===== config.mk =====
export PLATFORM = sky130hd
export DESIGN_NAME = square_wave_sound_channel_core_flat
export DESIGN_NICKNAME = d
export VERILOG_FILES = /design/src/sv/sqc_pkg.sv /design/src/sv/sqc_in_if.sv /design/src/sv/sqc_out_if.sv /design/src/sv/square_wave_sound_channel_core.sv /design/src/flat_wrapper.sv
export SDC_FILE = /design/constraint.sdc
export NUM_CORES = 1
export LEC_CHECK = 0
export BUFFER_PORTS_ARGS = -buffer_cell sky130_fd_sc_hd__buf_2
export CAP_MARGIN = 20
export CORE_ASPECT_RATIO = 0.9
export CORE_MARGIN = 3
export CORE_UTILIZATION = 40
export CTS_BUF_LIST = sky130_fd_sc_hd__clkbuf_16
export CTS_CLUSTER_SIZE = 40
export DETAILED_ROUTE_END_ITERATION = 8
export PLACE_DENSITY_LB_ADDON = 0.3
export SLEW_MARGIN = 20
export SYNTH_ARGS = -nofsm -noshare
export SYNTH_HDL_FRONTEND = slang
export SYNTH_SLANG_ARGS = --single-unit
export TNS_END_PERCENT = 30

===== constraint.sdc =====
create_clock -name clk -period 1.9 [get_ports clk]
set_input_delay 0.19 -clock clk [delete_from_list [all_inputs] [get_ports clk]]
set_output_delay 0.19 -clock clk [all_outputs]
set_load 0.05 [all_outputs]

===== src/sv/sqc_pkg.sv =====
package sqc_pkg;

    typedef logic [2:0]        mode_t;
    typedef logic [1:0]        reg_index_t;
    typedef logic [7:0]        byte_t;
    typedef logic signed [4:0] sample_t;

    // Item kinds
    localparam mode_t MODE_WRITE    = 3'd0;
    localparam mode_t MODE_READ     = 3'd1;
    localparam mode_t MODE_TICK     = 3'd2;
    localparam mode_t MODE_ENVELOPE = 3'd3;
    localparam mode_t MODE_LENGTH   = 3'd4;

    // Channel registers
    localparam reg_index_t REG_DUTY_LEN  = 2'd0;
    localparam reg_index_t REG_ENVELOPE  = 2'd1;
    localparam reg_index_t REG_FREQ_LO   = 2'd2;
    localparam reg_index_t REG_FREQ_HI   = 2'd3;

    // Configuration register word index
    localparam logic CFG_MASTER_ENABLE = 1'b0;

    // Misc constants
    localparam logic [6:0]  LENGTH_FULL    = 7'd64;
    localparam logic [3:0]  VOLUME_MAX     = 4'd15;
    localparam logic [3:0]  ENV_RELOAD_MAX = 4'd8;
    localparam logic [13:0] PERIOD_RESET   = 14'd8192;
    localparam byte_t       READ_IDLE      = 8'hFF;

    // Duty waveforms, one bit per step, set where the sign is positive
    localparam logic [3:0][7:0] DUTY_POSITIVE = '{
        8'b0111_1110,   // duty 3
        8'b1110_0001,   // duty 2
        8'b1000_0001,   // duty 1
        8'b1000_0000    // duty 0
    };

    // Input item held in the input register
    typedef struct packed {
        mode_t      mode;
        reg_index_t reg_index;
        byte_t      write_data;
    } item_t;

    // Period reload: (2048 - frequency) * 4
    function automatic logic [13:0] period_reload(input logic [10:0] freq);
        logic [11:0] diff;
        begin
            diff = 12'd2048 - {1'b0, freq};
            return {diff, 2'b00};
        end
    endfunction

    // Envelope reload: period, or 8 when the period is 0
    function automatic logic [3:0] envelope_reload(input logic [2:0] period);
        begin
            return (period == 3'd0) ? ENV_RELOAD_MAX : {1'b0, period};
        end
    endfunction

endpackage


===== src/sv/sqc_in_if.sv =====
interface sqc_in_if;
    import sqc_pkg::*;

    logic       valid;
    logic       ready;
    mode_t      mode;
    reg_index_t reg_index;
    byte_t      write_data;

    modport source (output valid, output mode, output reg_index, output write_data,
                    input ready);
    modport sink   (input valid, input mode, input reg_index, input write_data,
                    output ready);
endinterface


===== src/sv/sqc_out_if.sv =====
interface sqc_out_if;
    import sqc_pkg::*;

    logic    valid;
    logic    ready;
    byte_t   read_data;
    sample_t sample;

    modport source (output valid, output read_data, output sample, input ready);
    modport sink   (input valid, input read_data, input sample, output ready);
endinterface


===== src/sv/square_wave_sound_channel_core.sv =====
// Channel   | Dir | Payload                          | Transfer when
// ----------+-----+----------------------------------+------------------------
// in_ch     | in  | mode, reg_index, write_data      | valid && ready
// out_ch    | out | read_data, sample                | valid && ready
// APB       | in  | master_enable at word address 0  | psel && penable && pwrite
//
// Each item passes an input register and a result register, one item per
// cycle sustained while out_ch is not stalled; all channel state updates in the
// single cycle that moves an item from the input to the result register.
// rst_n clears all control state at once; there is no clearing pass.
// A stalled result holds in the result register while one more item waits
// in the input register; in_ch.ready drops only when both are full.
module square_wave_sound_channel_core (
    input  logic              clk,
    input  logic              rst_n,
    sqc_in_if.sink            in_ch,
    sqc_out_if.source         out_ch,
    input  logic              psel,
    input  logic              penable,
    input  logic              pwrite,
    input  logic [2:0]        paddr,
    input  logic [31:0]       pwdata,
    output logic [31:0]       prdata,
    output logic              pready
);
    import sqc_pkg::*;

    // Pipeline control
    logic    in_valid_reg;
    item_t   item_reg;
    logic    out_valid_reg;
    byte_t   read_data_reg;
    sample_t sample_reg;
    logic    advance;

    // Configuration
    logic master_enable_reg;

    // Channel state
    logic [13:0] period_timer_reg,     period_timer_next;
    logic [2:0]  wave_position_reg,    wave_position_next;
    logic        channel_on_reg,       channel_on_next;
    logic [6:0]  length_count_reg,     length_count_next;
    logic        length_enable_reg,    length_enable_next;
    logic [1:0]  duty_select_reg,      duty_select_next;
    logic [2:0]  envelope_period_reg,  envelope_period_next;
    logic        envelope_up_reg,      envelope_up_next;
    logic [3:0]  start_volume_reg,     start_volume_next;
    logic [3:0]  volume_reg,           volume_next;
    logic [3:0]  envelope_timer_reg,   envelope_timer_next;
    logic        envelope_running_reg, envelope_running_next;
    logic [10:0] tone_frequency_reg,   tone_frequency_next;
    sample_t     last_sample_reg,      last_sample_next;
    byte_t       read_data_next;

    logic [10:0] freq_written;
    logic [3:0]  volume_stepped;
    logic        write_allowed;

    // APB: always ready, one register at word 0
    assign pready = 1'b1;
    assign prdata = (paddr[2] == CFG_MASTER_ENABLE) ? {31'd0, master_enable_reg} : 32'd0;

    always_ff @(posedge clk or negedge rst_n)
    begin
        if (!rst_n)
        begin
            master_enable_reg <= 1'b1;
        end
        else if (psel && penable && pwrite && pready && paddr[2] == CFG_MASTER_ENABLE)
        begin
            master_enable_reg <= pwdata[0];
        end
    end

    // Handshake: input register feeds the result register
    assign advance      = in_valid_reg && (!out_valid_reg || out_ch.ready);
    assign in_ch.ready  = !in_valid_reg || advance;
    assign out_ch.valid = out_valid_reg;
    assign out_ch.read_data = read_data_reg;
    assign out_ch.sample    = sample_reg;

    always_ff @(posedge clk or negedge rst_n)
    begin
        if (!rst_n)
        begin
            in_valid_reg  <= 1'b0;
            out_valid_reg <= 1'b0;
        end
        else
        begin
            if (in_ch.ready)
            begin
                in_valid_reg <= in_ch.valid;
            end
            if (advance)
            begin
                out_valid_reg <= 1'b1;
            end
            else if (out_ch.ready)
            begin
                out_valid_reg <= 1'b0;
            end
        end
    end

    // Payload registers
    always_ff @(posedge clk)
    begin
        if (in_ch.ready && in_ch.valid)
        begin
            item_reg <= '{mode: in_ch.mode, reg_index: in_ch.reg_index,
                          write_data: in_ch.write_data};
        end
        if (advance)
        begin
            read_data_reg <= read_data_next;
            sample_reg    <= last_sample_next;
        end
    end

    // Item processing
    assign write_allowed = master_enable_reg || (item_reg.reg_index == REG_DUTY_LEN);
    assign freq_written  = {item_reg.write_data[2:0], tone_frequency_reg[7:0]};

    always_comb
    begin
        period_timer_next     = period_timer_reg;
        wave_position_next    = wave_position_reg;
        channel_on_next       = channel_on_reg;
        length_count_next     = length_count_reg;
        length_enable_next    = length_enable_reg;
        duty_select_next      = duty_select_reg;
        envelope_period_next  = envelope_period_reg;
        envelope_up_next      = envelope_up_reg;
        start_volume_next     = start_volume_reg;
        volume_next           = volume_reg;
        envelope_timer_next   = envelope_timer_reg;
        envelope_running_next = envelope_running_reg;
        tone_frequency_next   = tone_frequency_reg;
        last_sample_next      = last_sample_reg;
        read_data_next        = READ_IDLE;
        volume_stepped        = volume_reg;

        unique case (item_reg.mode)
            MODE_WRITE:
            begin
                if (write_allowed)
                begin
                    unique case (item_reg.reg_index)
                        REG_DUTY_LEN:
                        begin
                            length_count_next = LENGTH_FULL - {1'b0, item_reg.write_data[5:0]};
                            duty_select_next  = item_reg.write_data[7:6];
                        end
                        REG_ENVELOPE:
                        begin
                            envelope_period_next = item_reg.write_data[2:0];
                            envelope_up_next     = item_reg.write_data[3];
                            start_volume_next    = item_reg.write_data[7:4];
                        end
                        REG_FREQ_LO:
                        begin
                            tone_frequency_next = {tone_frequency_reg[10:8],
                                                   item_reg.write_data};
                        end
                        default:
                        begin
                            tone_frequency_next = freq_written;
                            length_enable_next  = item_reg.write_data[6];
                            // trigger
                            if (item_reg.write_data[7])
                            begin
                                channel_on_next = 1'b1;
                                if (length_count_reg == 7'd0)
                                begin
                                    length_count_next = LENGTH_FULL;
                                end
                                period_timer_next     = period_reload(freq_written);
                                envelope_timer_next   = envelope_reload(envelope_period_reg);
                                envelope_running_next = 1'b1;
                                volume_next           = start_volume_reg;
                            end
                        end
                    endcase
                end
            end
            MODE_READ:
            begin
                unique case (item_reg.reg_index)
                    REG_DUTY_LEN: read_data_next = {duty_select_reg, 6'h3F};
                    REG_ENVELOPE: read_data_next = {start_volume_reg, envelope_up_reg,
                                                    envelope_period_reg};
                    REG_FREQ_LO:  read_data_next = READ_IDLE;
                    default:      read_data_next = {1'b1, length_enable_reg, 6'h3F};
                endcase
            end
            MODE_TICK:
            begin
                if (period_timer_reg <= 14'd1)
                begin
                    period_timer_next  = period_reload(tone_frequency_reg);
                    wave_position_next = wave_position_reg + 3'd1;
                end
                else
                begin
                    period_timer_next = period_timer_reg - 14'd1;
                end
                // latch duty sign times volume, or zero while the channel is off
                if (!channel_on_reg)
                begin
                    last_sample_next = 5'sd0;
                end
                else if (DUTY_POSITIVE[duty_select_reg][wave_position_next])
                begin
                    last_sample_next = {1'b0, volume_reg};
                end
                else
                begin
                    last_sample_next = 5'd0 - {1'b0, volume_reg};
                end
            end
            MODE_ENVELOPE:
            begin
                if (envelope_timer_reg > 4'd1)
                begin
                    envelope_timer_next = envelope_timer_reg - 4'd1;
                end
                else
                begin
                    envelope_timer_next = envelope_reload(envelope_period_reg);
                    if (envelope_running_reg && envelope_period_reg != 3'd0)
                    begin
                        if (envelope_up_reg)
                        begin
                            if (volume_reg < VOLUME_MAX)
                            begin
                                volume_stepped = volume_reg + 4'd1;
                            end
                        end
                        else if (volume_reg > 4'd0)
                        begin
                            volume_stepped = volume_reg - 4'd1;
                        end
                        volume_next = volume_stepped;
                        if (volume_stepped == 4'd0 || volume_stepped == VOLUME_MAX)
                        begin
                            envelope_running_next = 1'b0;
                        end
                    end
                end
            end
            MODE_LENGTH:
            begin
                if (length_count_reg != 7'd0 && length_enable_reg)
                begin
                    length_count_next = length_count_reg - 7'd1;
                    if (length_count_reg == 7'd1)
                    begin
                        channel_on_next = 1'b0;
                    end
                end
            end
            default:
            begin
                read_data_next = READ_IDLE;
            end
        endcase
    end

    // Channel state registers
    always_ff @(posedge clk or negedge rst_n)
    begin
        if (!rst_n)
        begin
            period_timer_reg     <= PERIOD_RESET;
            wave_position_reg    <= 3'd0;
            channel_on_reg       <= 1'b0;
            length_count_reg     <= 7'd0;
            length_enable_reg    <= 1'b0;
            duty_select_reg      <= 2'd0;
            envelope_period_reg  <= 3'd0;
            envelope_up_reg      <= 1'b0;
            start_volume_reg     <= 4'd0;
            volume_reg           <= 4'd0;
            envelope_timer_reg   <= ENV_RELOAD_MAX;
            envelope_running_reg <= 1'b0;
            tone_frequency_reg   <= 11'd0;
            last_sample_reg      <= 5'sd0;
        end
        else if (advance)
        begin
            period_timer_reg     <= period_timer_next;
            wave_position_reg    <= wave_position_next;
            channel_on_reg       <= channel_on_next;
            length_count_reg     <= length_count_next;
            length_enable_reg    <= length_enable_next;
            duty_select_reg      <= duty_select_next;
            envelope_period_reg  <= envelope_period_next;
            envelope_up_reg      <= envelope_up_next;
            start_volume_reg     <= start_volume_next;
            volume_reg           <= volume_next;
            envelope_timer_reg   <= envelope_timer_next;
            envelope_running_reg <= envelope_running_next;
            tone_frequency_reg   <= tone_frequency_next;
            last_sample_reg      <= last_sample_next;
        end
    end

endmodule


===== src/flat_wrapper.sv =====
// flat-port wrapper written by rule: the top's interface ports become plain ports
module square_wave_sound_channel_core_flat import sqc_pkg::*;
  (clk, rst_n, psel, penable, pwrite, paddr, pwdata, prdata, pready, in_ch_valid, in_ch_mode, in_ch_reg_index, in_ch_write_data, in_ch_ready, out_ch_valid, out_ch_read_data, out_ch_sample, out_ch_ready);
  sqc_in_if in_ch_i ();
  sqc_out_if out_ch_i ();
  input  logic clk;
  input  logic rst_n;
  input  logic psel;
  input  logic penable;
  input  logic pwrite;
  input  logic [2:0] paddr;
  input  logic [31:0] pwdata;
  output logic [31:0] prdata;
  output logic pready;
  input wire logic [$bits(in_ch_i.valid)-1:0] in_ch_valid;
  input wire logic [$bits(in_ch_i.mode)-1:0] in_ch_mode;
  input wire logic [$bits(in_ch_i.reg_index)-1:0] in_ch_reg_index;
  input wire logic [$bits(in_ch_i.write_data)-1:0] in_ch_write_data;
  output wire logic [$bits(in_ch_i.ready)-1:0] in_ch_ready;
  output wire logic [$bits(out_ch_i.valid)-1:0] out_ch_valid;
  output wire logic [$bits(out_ch_i.read_data)-1:0] out_ch_read_data;
  output wire logic [$bits(out_ch_i.sample)-1:0] out_ch_sample;
  input wire logic [$bits(out_ch_i.ready)-1:0] out_ch_ready;
  assign in_ch_i.valid = in_ch_valid;
  assign in_ch_i.mode = in_ch_mode;
  assign in_ch_i.reg_index = in_ch_reg_index;
  assign in_ch_i.write_data = in_ch_write_data;
  assign in_ch_ready = in_ch_i.ready;
  assign out_ch_valid = out_ch_i.valid;
  assign out_ch_read_data = out_ch_i.read_data;
  assign out_ch_sample = out_ch_i.sample;
  assign out_ch_i.ready = out_ch_ready;
  square_wave_sound_channel_core u_core (.clk(clk), .rst_n(rst_n), .in_ch(in_ch_i), .out_ch(out_ch_i), .psel(psel), .penable(penable), .pwrite(pwrite), .paddr(paddr), .pwdata(pwdata), .prdata(prdata), .pready(pready));
endmodule

# --- After elaboration in Yosys (flattened, before gate mapping) ---
# Cells that the tools add are included.
# Widths: inputs -> output; s select.
word_totals:
  regBits: 90
  in_bits: 55
  output_inout_bits: 48
  wordCells: 154
op_classes:
  add_sub_neg: 10
  n_lt_le_gt_ge: 6
  n_eq_ne: 19
  muxes: 53
  bitwise: 4
  n_reduce_logical: 39
ops:
  columns: ["operator", "count"]
  rows:
  - ["$mux 4", 16]
  - ["$mux 14", 4]
  - ["$mux 7", 4]
  - ["$pmux 14 s2", 1]
  - ["$pmux 7 s2", 2]
  - ["$pmux 8 s3", 1]
  - ["$sub 12x11->12 const A", 2]
  - ["$pmux 11 s2", 1]
  - ["$reduce_and 7->1", 3]
  - ["$reduce_and 5->1", 4]
  - ["$bmux 8 s2", 1]
  - ["$pmux 4 s2", 2]
  - ["$mux 5", 3]
  - ["$le 14x1->1 const B", 1]
  - ["$sub 14x1->14 const B", 1]
  - ["$mux 1", 12]
  - ["$ne 2x1->1 const B", 6]
  - ["$reduce_and 4->1", 3]
  - ["$gt 4x1->1 const B", 2]
  - ["$mux 8", 1]
  - ["$reduce_and 8->1", 1]
  - ["$reduce_bool 2->1", 4]
  - ["$sub 4x1->4 const B", 2]
  - ["$eq 7x1->1 const B", 1]
  - ["32 further kinds", 53]

# --- Longest topological paths before layout ---
logic_depth:
  word_depth: 12
  ltp_mapped: 9
  ltp_nobuf: 8

# --- Worst setup path before layout ---
# No wires, ideal clock.
synth_timing:
  kind: "reg2reg"
  startpoint: "register u_core.out_valid_reg, in the netlist u_core.out_ch.valid"
  endpoint: "register u_core.period_timer_reg[12]"
  setup_time_ps: 135
  arrival_time_ps: 2058
  required_time_ps: 1765
  slack_ps: -292
  stages_incl_launch_ff: 9
  n_path_buf: 1
  period_less_slack_ps: 2192
  path_cell_list: "dfrtp_1 nand2b_1 nand2_1 clkinv_1 and3_1 clkbuf_1 nand2_1 a2bb2oi_1 o21ai_0"
synth_via:
  elab_chain_cells: 4
synth_lines:
  columns: ["element", "line", "rtl"]
  rows:
  - ["start, declared", "square_wave_sound_channel_core.sv:31", "logic out_valid_reg;"]
  - ["start signal, assigned", "square_wave_sound_channel_core.sv:88", "out_valid_reg <= 1'b0;"]
  - ["start signal, assigned", "square_wave_sound_channel_core.sv:98", "out_valid_reg <= 1'b1;"]
  - ["start signal, assigned", "square_wave_sound_channel_core.sv:102", "out_valid_reg <= 1'b0;"]
  - ["$logic_not 1->1", "square_wave_sound_channel_core.sv:77", "assign advance = in_valid_reg && (!out_valid_reg || out_ch.ready);"]
  - ["$logic_or 1x1->1", "square_wave_sound_channel_core.sv:77", null]
  - ["$logic_and 1x1->1", "square_wave_sound_channel_core.sv:77", null]
  - ["via u_core.advance", "square_wave_sound_channel_core.sv:34", "logic advance;"]
  - ["$reduce_and 5->1 (no line)", null, null]
  - ["end signal, assigned", "square_wave_sound_channel_core.sv:293", "period_timer_reg <= period_timer_next;"]
  - ["end, declared", "square_wave_sound_channel_core.sv:40", "logic [13:0] period_timer_reg, period_timer_next;"]
# The timed path passes the listed nets, and every way through them passes these cells.
# A chain may end at the register's enable or synchronous reset.

# --- Worst setup path after layout ---
layout_timing:
  startpoint: "register u_core.period_timer_reg[0]"
  endpoint: "register u_core.period_timer_reg[11]"
layout_via:
  elab_chain_cells: 3
  word_cells_on_any_way: 4
  classes_between: "1 x add/sub; 1 x order compare; 2 x mux"
layout_lines:
  columns: ["element", "line", "rtl"]
  rows:
  - ["$sub 14x1->14 or $le 14x1->1 (tied branches)", "square_wave_sound_channel_core.sv:207, square_wave_sound_channel_core.sv:200", null]
  - ["$mux 14 *", "square_wave_sound_channel_core.sv:200", "if (period_timer_reg <= 14'd1)"]
  - ["$pmux 14 s2 *", "square_wave_sound_channel_core.sv:145", "unique case (item_reg.mode)"]
# Every way passes the cells marked *; elsewhere a longest branch is shown, timed or not.

==> results_dict.tcl <==
set metrics [dict create \
    status "finished with violations" \
    violations "negative setup slack" \
    required_ps 2160 \
    critPathKind "flip-flop to flip-flop" \
    crit_chain "buf_4 > or4_4 > or3_4 > nor3b_4 > or3_1 > nand3_1 > a21oi_1" \
    synth_area_sq_um 5320 \
    cts_root_buf "clkbuf_16" \
    setup_ws_ps -238 \
    rsz0062_at_grt "true" \
    hold_path_depth 1 \
    rr_startpoint "u_core.period_timer_reg[0]" \
    cts_tree "done" \
    io_buffer_count 37 \
    num_io_pins 103 \
    yosys.cell_types.count 66 \
    gp_congestion 0.904 \
    critPathTopFamily "simple AND/OR/NAND/NOR gates" \
    area.growth.synth_to_final_pct 27.5 \
    reg2reg_slack_ps -240 \
    initial_core_util_pct 41.4 \
    ys.warnings.count 0 \
    rows 39 \
    drt-wirelength-per-cell_um 14.6 \
    layout-drive-gt1-share_pct 31.8 \
    clkSinkCount 90 \
    cp-start-kind "flip-flop" \
    endpoint_kind "flip-flop" \
    setup_tns_ps -1510 \
    synth.yosys.seq_area_share_pct 44.9 \
    grt-busiest-layer "met2" \
    final_area_sq_um 6780 \
    grt.total_usage_pct 17.1 \
    layout_commonest_cell "buf_4" \
    clk_latency_ps 350 \
    cts.clk_slew.worst_paths_ps 70 \
    yosys.area.top_type_share_pct 28.7 \
    wirelength_um 12600 \
    synth-edff-count 26 \
    setup_viol 19 \
    drv_cap 0 \
    diodes 0 \
    final_nets 765 \
    die_h_um 115 \
    grt.met2_usage_pct 28.0 \
    vias 4451 \
    max_slew_margin_pct 64.4 \
    grt_start_max_net_pins 65 \
    final_cell_mix "buf_4 (81), nand2_1 (79), dfrtp_1 (59)" \
    vias_per_cell 5.18 \
    grt_overflow_total 0 \
    arrival_ps 2400 \
    hold_path.class "primary input to flip-flop" \
    gr-usage-met1_pct 23.5 \
    yosys.area.top_type "dfrtp_1" \
    max_clock_freq_ghz 0.468 \
    synthCells 575 \
    critPathMaxStageDelay_ps 540 \
    grt_pass1_wl_um 20300 \
    final_util_pct 52.8 \
    cts_buffers 9 \
    clockBufferDepth 2 \
    worst_slew_pin_slew_ps 535 \
    timing.hold.ws_ps 13.0 \
    largest_reg_flops 14 \
    placed_cell_area_sq_um 6120 \
    die_w_um 128 \
    crit_slowest_cell "or4_4" \
    ys_ff_latch 90 \
    power.leakage_nw 2.95 \
    yosys_most_used_dff "dfrtp_1" \
    grt_pass1_vias 4262 \
    coreArea_sq_um 12800 \
    drt_pass1_iterations 5 \
    fillers 1136 \
    fin_skew_ps 9.73 \
    place_hpwl_um 9190 \
    instances_no_fill 859 \
    powerDensity_nw_per_um2 1070 \
    antenna_left 0 \
    r2r_cells 7 \
    yosys-top-cells-area "dfrtp_1 (29%), edfxtp_1 (15%), o21ai_0 (6.1%)" \
    use_met3_pct 3.72 \
    async_flop_share_pct 71.1 \
    vdd_ir_drop_max_uv 555 \
    fin_crit_sh_pct 113 \
    maxSlewViolCount 0 \
    hold_viol 0 \
    critPathMaxFanout 4 \
    antenna_found_initial 0 \
    r2r_end "u_core.period_timer_reg[11]" \
    htreeDepth 3 \
    dr.first_iter.drc_count 292 \
    dieArea_sq_um 14700 \
    synth_area_per_cell_sq_um 9.25 \
    cp.depth 7 \
    post-route-min-period_ps 2140 \
    dp.cells 833 \
    drc 0 \
    setup.worst_path.start "u_core.period_timer_reg[0]" \
    critPathCapture "u_core.period_timer_reg[11]" \
    cp_num_buf_inv 1 \
]
-- synthesized netlist by cell type (all sizes together), types with 3 or more instances --
library cell and instances:
nor3 17, xor2 9, clkbuf 19, a21oi 26, buf 35, o22a 4, xnor2 14, or3 8
nand3b 5, o21ai 67, a31oi 4, dfstp 3, a311oi 3, nor3b 4, edfxtp 26, and2 3
a211oi 5, nor2 43, nor4 7, nand4 5, inv 20, o211ai 3, mux2 15, nand3 11
nand2b 12, dfrtp 61, nand4b 4, ha 20, nand2 86
-- where the power goes --
group | total [mW] | leakage [nW] | internal [mW] | switching [mW]
registers | 2.66 | 1.06 | 2.36 | 0.303
logic | 2.93 | 1.76 | 1.34 | 1.59
clock network | 1.65 | 0.139 | 0.886 | 0.765
total | 7.24 | 2.95 | 4.59 | 2.66
-- final cells by class --
class / instances / area, sq um / area share (%)
Timing Repair Buffer: 128 / 950 / 14.0
Multi-Input combinational cell: 440 / 2890 / 42.6
Sequential cell: 90 / 2390 / 35.2
Tap cell: 164 / 205 / 3.03
Clock inverter: 7 / 46.3 / 0.683
Inverter: 21 / 80.1 / 1.18
Clock buffer: 9 / 225 / 3.32
-- cells by family (layout without fill, tap and decap cells) --
kind of cell	count (synthesis)	in the layout	synth area share (%)
compound gates	134	134	15.1
xor+xnor	23	23	3.79
fa+ha+maj	20	20	4.71
buf+inv	75	165	7.74
flops	90	90	44.9
mux	16	16	3.58
other cells	2	32	0.141
simple gates	215	215	20.1
-- per-stage QoR --
stage	power (mW)	setup slack, ps
finish	7.24	-238
global route	7.70	-295
CTS	7.09	-157
detailed placement	5.29	-229
global placement	5.22	-211
floorplan	4.39	-111
-- per-layer routing --
layer,vias up,part of all wire [%]
li1,2202,-
met1,2141,47
met2,101,48
met3,7,4.6
met4,0,0.76
met5,-,0
-- worst min-delay path by stage --
stage | start | end | slack (ps)
2_1_floorplan | rst_n | u_core.channel_on_reg | -110
3_3_place_gp | rst_n | u_core.envelope_timer_reg[1] | 230
3_5_place_dp | rst_n | u_core.envelope_timer_reg[1] | 230
4_1_cts | in_ch_write_data[5] | u_core.item_reg[5] | 0.5
5_1_grt | in_ch_mode[2] | u_core.item_reg[12] | 3
6_report | in_ch_write_data[3] | u_core.item_reg[3] | 10
-- worst register-to-register path, cell delays in order (launching register included) --
cell and delay [ps]:
dfrtp_1 400, buf_4 150, or4_4 540, or3_4 380, nor3b_4 230, or3_1 130, nand3_1 80, a21oi_1 150
-- repair_timing --
item,4_1_cts,5_1_grt
hold endpoints to repair,61,0
pin swaps,13,23
cloned,0,2
hold buffers,1,0
setup buffers,4,3
resized for setup,34,57
endpoints found under the setup margin,52,65
Power figures use the tool's default switching activity.
